File: src/rtl/ttsc_pkg.sv
// ----------------------------------------------------------------------------
// ttsc_pkg
// Shared types, constants and a helper function of the tree topology checker.
// ----------------------------------------------------------------------------
package ttsc_pkg;

   localparam int MAX_NODES_DEF = 256;
   localparam int MAX_TREES_DEF = 256;

   // Width of the root-seen epoch tags kept per tree id.
   localparam int EPOCH_W = 8;

   typedef enum logic [2:0] {
      ST_OK        = 3'd0,
      ST_NEG_TREE  = 3'd1,
      ST_ROOT_DEP  = 3'd2,
      ST_MULTI     = 3'd3,
      ST_PAR_RANGE = 3'd4,
      ST_TREE_MIS  = 3'd5,
      ST_DEP_MIS   = 3'd6,
      ST_CAPACITY  = 3'd7
   } status_type;

   // Address bits for a memory of the given depth, at least one.
   function automatic int addr_bits(input int depth);
      int bits;
      bits = $clog2(depth);
      return (bits < 1) ? 1 : bits;
   endfunction

endpackage

File: src/rtl/ttsc_ram.sv
// ----------------------------------------------------------------------------
// ttsc_ram
// Generic single-write, single-read memory with a registered read port.
// ----------------------------------------------------------------------------
module ttsc_ram
   import ttsc_pkg::*;
#(
   parameter int WIDTH = 8,
   parameter int DEPTH = 256
) (
   input  logic                        clock,
   input  logic                        wr_en,
   input  logic [addr_bits(DEPTH)-1:0] wr_addr,
   input  logic [WIDTH-1:0]            wr_data,
   input  logic                        rd_en,
   input  logic [addr_bits(DEPTH)-1:0] rd_addr,
   output logic [WIDTH-1:0]            rd_data
);

   logic [WIDTH-1:0] mem_ff [DEPTH];
   logic [WIDTH-1:0] rd_data_ff;

   always_ff @(posedge clock) begin
      if (wr_en) begin
         mem_ff[wr_addr] <= wr_data;
      end
      if (rd_en) begin
         rd_data_ff <= mem_ff[rd_addr];
      end
   end

   assign rd_data = rd_data_ff;

endmodule
File: config.mk
export PLATFORM = sky130hd
export DESIGN_NAME = ttsc_ram
export DESIGN_NICKNAME = d
export VERILOG_FILES = /design/src/rtl/ttsc_pkg.sv /design/src/rtl/ttsc_ram.sv
export SDC_FILE = /design/constraint.sdc
export NUM_CORES = 2
export LEC_CHECK = 0
export ABC_CLOCK_PERIOD_IN_PS = 7200
export BUFFER_PORTS_ARGS = -buffer_cell sky130_fd_sc_hd__buf_2
export CAP_MARGIN = 20
export CORE_MARGIN = 4
export CORE_UTILIZATION = 35
export CTS_CLUSTER_SIZE = 24
export DETAILED_ROUTE_END_ITERATION = 8
export PLACE_DENSITY_LB_ADDON = 0.25
export SLEW_MARGIN = 20
export SYNTH_ARGS = -nofsm -noshare
export SYNTH_HDL_FRONTEND = slang
export SYNTH_SLANG_ARGS = --single-unit
File: constraint.sdc
create_clock -name clock -period 7.2 [get_ports clock]
set_clock_uncertainty 0.15 [all_clocks]
set_input_delay 0.36 -clock clock [delete_from_list [all_inputs] [get_ports clock]]
set_output_delay 0.36 -clock clock [all_outputs]
set_load 0.02 [all_outputs]
==> summary.md <==
| Metric | Value |
|---|---|
| Clock network power share | 0.412 |
| Hold WC Path Type | primary input to flop |
| Syn Nets | 3,760 |
| Most used DFF post-synth | edfxtp_1 |
| Cell count after synthesis | 3,733 |
| First-pass detailed-route iteration total | 5 |
| Chip height | 485 um |
| Tot Pwr | 24.5 mW |
| Final Slew Violations | 0 |
| Comb power frac | 0.049 |
| Drt drc | 0 |
| NetSw | 5.37 mW |
| Clk root buf | clkbuf_16 |
| Area leader, netlist | edfxtp_1 |
| Mean number of vias per cell | 5.49 |
| Die X-Extent | 485 um |
| Area Overhead vs Synth | 12.4% |
| Worst vdd ir | 0.000190 V |
| CTS Buffer Depth | 3 |
| Post-synthesis mux area share | 0.146 |
| Crit path capture type | flop |
| Row count | 174 |
| Vias in the first global route | 39.4k |
| Core box area | 226,000 um^2 |
| CTS tree | yes |
| CTS H-Tree Depth | 4 |
| Largest net degree at the start of global routing | 189 |
| Count leader, synth | edfxtp_1 |
| Post-layout util | 0.397 |
| Synth cell types | 54 |
| Synth top cells by count | 2,056 x edfxtp_1, 454 x mux4_2, 282 x nor2_1 |
| WHS | 0.130 ns |
| Post-synth ARST share | 0 |
| Outcome | complete, no violations |
| Crit start category | primary input |
| Vias | 38.6k |
| Total Wirelength | 211,000 um |
| Critical Path Start | rd_addr[0] |
| Nets | 3,874 |
| Slew at the pin closest to its max-slew limit | 1.30 ns |
| Max_slew headroom | 0.130 |
| Final hold violation count | 0 |
| Post-Synth Adder-Cell Area | 0 |
| Synth Cell Area | 79,600 um^2 |
| Unrepaired setup endpoints after global routing | false |
| Post-DP HPWL | 126,000 um |
| Critical Path RT | 7.58 ns |
| P_leak | 27.1 nW |
| Gr ovfl total | 0 |
| # clock sinks | 2,056 |
| Hold Crit Start | wr_addr[2] |
| Synth top area share | 0.775 |
| Post-synth EDFFs | 2,056 |
| CP Max Fanout | 54 |
| Syn_area_per_cell | 21.3 um^2 |
| Initial DRC Count | 4,339 |
| Largest family of logic cells by synthesized area | multiplexers |
| Internal power | 19.2 mW |
| #FFs+latches synth | 2,056 |
| Pre-CTS WS | 2.62 ns |
| Clock buffer count from CTS | 206 |
| Top cells by area, synth | edfxtp_1 78%, mux4_2 13%, mux2i_1 1.7% |
| Critical R2R Launch | mem_ff[77][2]$_DFFE_PP_ |
| Overall routing resource usage | 0.178 |
| Final min period | 3.61 ns |
| Synth warn | 0 |
| Initial antenna violation count | 12 |
| Fillers | 20.1k |
| RePlAce Congestion | 0.785 |
| Register area share after synthesis | 0.775 |
| Worst setup margin | 3.59 ns |
| DR WL/cell | 30.1 um |
| Crit share post-route | 0.502 |
| Initial Util | 0.353 |
| Setup TNS | 0 ns |
| Fmax | 0.277 GHz |
| Post-Synth Simple-Gate Area | 0.0263 |
| Sequential power share | 0.539 |
| Worst path arrival time | 3.99 ns |
| Layout cell share with drive strength beyond 1 | 0.222 |
| Port buffer count | 34 |
| Setup Fix Bufs, Post-CTS | 0 |
| # IOs | 35 |
| Post-Synth XOR/XNOR Area | 0 |
| Setup violations, final | 0 |
| Switching Share | 0.219 |
| Max-Cap Viols | 0 |
| Clock-pin slew on the worst setup and hold paths | 0.06 ns |
| P per Cell Area | 274 nW/um^2 |
| Routed Antenna Nets | 0 |
| Compound-Gate Fraction of Synth Area | 0.0342 |
| First-pass GRT wire length | 301,000 um |
| Clk_lat worst skew | 0.85 ns |
| Kind of critical path | primary input to flop |
| Die Footprint | 235,000 um^2 |
layout make-up:
| cell class | instances | area (um^2) | share of cell area |
|---|---|---|---|
| diodes | 6 | 15.0 | 0.000168 |
| clock buffers | 255 | 5400 | 0.0603 |
| clock inverters | 127 | 885 | 0.00988 |
| inverters | 2 | 7.51 | 0.0000838 |
| multi-input cells | 1442 | 16500 | 0.184 |
| flip-flops and latches | 2056 | 61700 | 0.689 |
| well taps | 2992 | 3740 | 0.0418 |
| repair buffers | 139 | 1230 | 0.0138 |
registers in the layout (all words and copies together) (netlist names):
register,count
mem_ff,2048
rd_data,8
stage by stage:
stage,instances,instance area [um^2]
6_report,7019,89500
5_1_grt,7017,89500
4_1_cts,7010,89500
3_5_place_dp,6620,83100
3_3_place_gp,6620,83100
2_1_floorplan,3733,79600
critical path, cell delays in order:
cell	delay [ns]
buf_8	0.57
buf_12	0.44
buf_12	0.38
mux4_2	0.55
a22oi_1	0.31
a21oi_1	0.19
nor4_1	0.87
nor4_2	0.11
placed cells by master (no fill, tap or decap), types with 4 or more instances in the layout:
| master | count |
|---|---|
| nand2b_1 | 8 |
| clkinvlp_4 | 5 |
| buf_12 | 10 |
| dlygate4sd3_1 | 9 |
| nand3_1 | 34 |
| buf_4 | 86 |
| edfxtp_1 | 2056 |
| clkinv_2 | 41 |
| clkbuf_16 | 209 |
| clkbuf_1 | 46 |
| mux2i_1 | 134 |
| a22oi_1 | 133 |
| a221oi_1 | 13 |
| nor2b_1 | 28 |
| buf_2 | 22 |
| a211oi_1 | 16 |
| a21oi_1 | 96 |
| and2_1 | 5 |
| nor4_1 | 22 |
| o32ai_1 | 4 |
| a22o_1 | 8 |
| clkinv_1 | 57 |
| nor3_1 | 21 |
| o211ai_1 | 10 |
| nor4_2 | 5 |
| nor2_1 | 277 |
| nand4_1 | 10 |
| or2_2 | 4 |
| o22a_1 | 5 |
| o22ai_1 | 28 |
| clkinv_8 | 5 |
| mux4_2 | 454 |
| diode_2 | 6 |
| inv_6 | 7 |
| nand2_1 | 32 |
| buf_8 | 10 |
| o221ai_1 | 46 |
| bufinv_16 | 7 |
| o21ai_0 | 10 |
final timing paths:
kind / end / slack [ns] / depth (start not counted)
max: rd_data[6]$_DFFE_PP_ / 3.59 / 8
min: mem_ff[205][4]$_DFFE_PP_ / 0.13 / 3
max reg2reg: rd_data[2]$_DFFE_PP_ / 4.04 / 6
min reg2reg: rd_data[7]$_DFFE_PP_ / 1.03 / 5
routing by layer:
layer | routed length (um) | vias up | global-route usage
li1 | - | 15979 | -
met1 | 91900 | 20882 | 0.252
met2 | 98200 | 1366 | 0.275
met3 | 14200 | 337 | 0.0349
met4 | 7010 | 0 | 0.0603
met5 | 0 | - | 0
logic make-up (layout without fill, tap and decap cells):
group | after synthesis | in the layout
DFF | 2056 | 2056
muxes | 591 | 591
and+or+nand+nor | 466 | 466
AOI/OAI and AO/OA | 385 | 385
buffers and inverters | 235 | 523
other | 0 | 6
timing repair:
action,CTS,global route
hold buffers,8,1
endpoints found under the hold margin,657,43
gates resized for setup,0,0
power groups by stage:
stage / registers, mW / logic (mW) / clock network, mW
after floorplan: 13.5 / 0.641 / 0
after global placement: 13.5 / 1.19 / 0
after detailed placement: 13.5 / 1.20 / 0
after CTS: 13.2 / 1.21 / 10.3
after global routing: 13.2 / 1.27 / 10.8
final: 13.2 / 1.20 / 10.1
No activity file was read; power rests on OpenSTA's default activity.
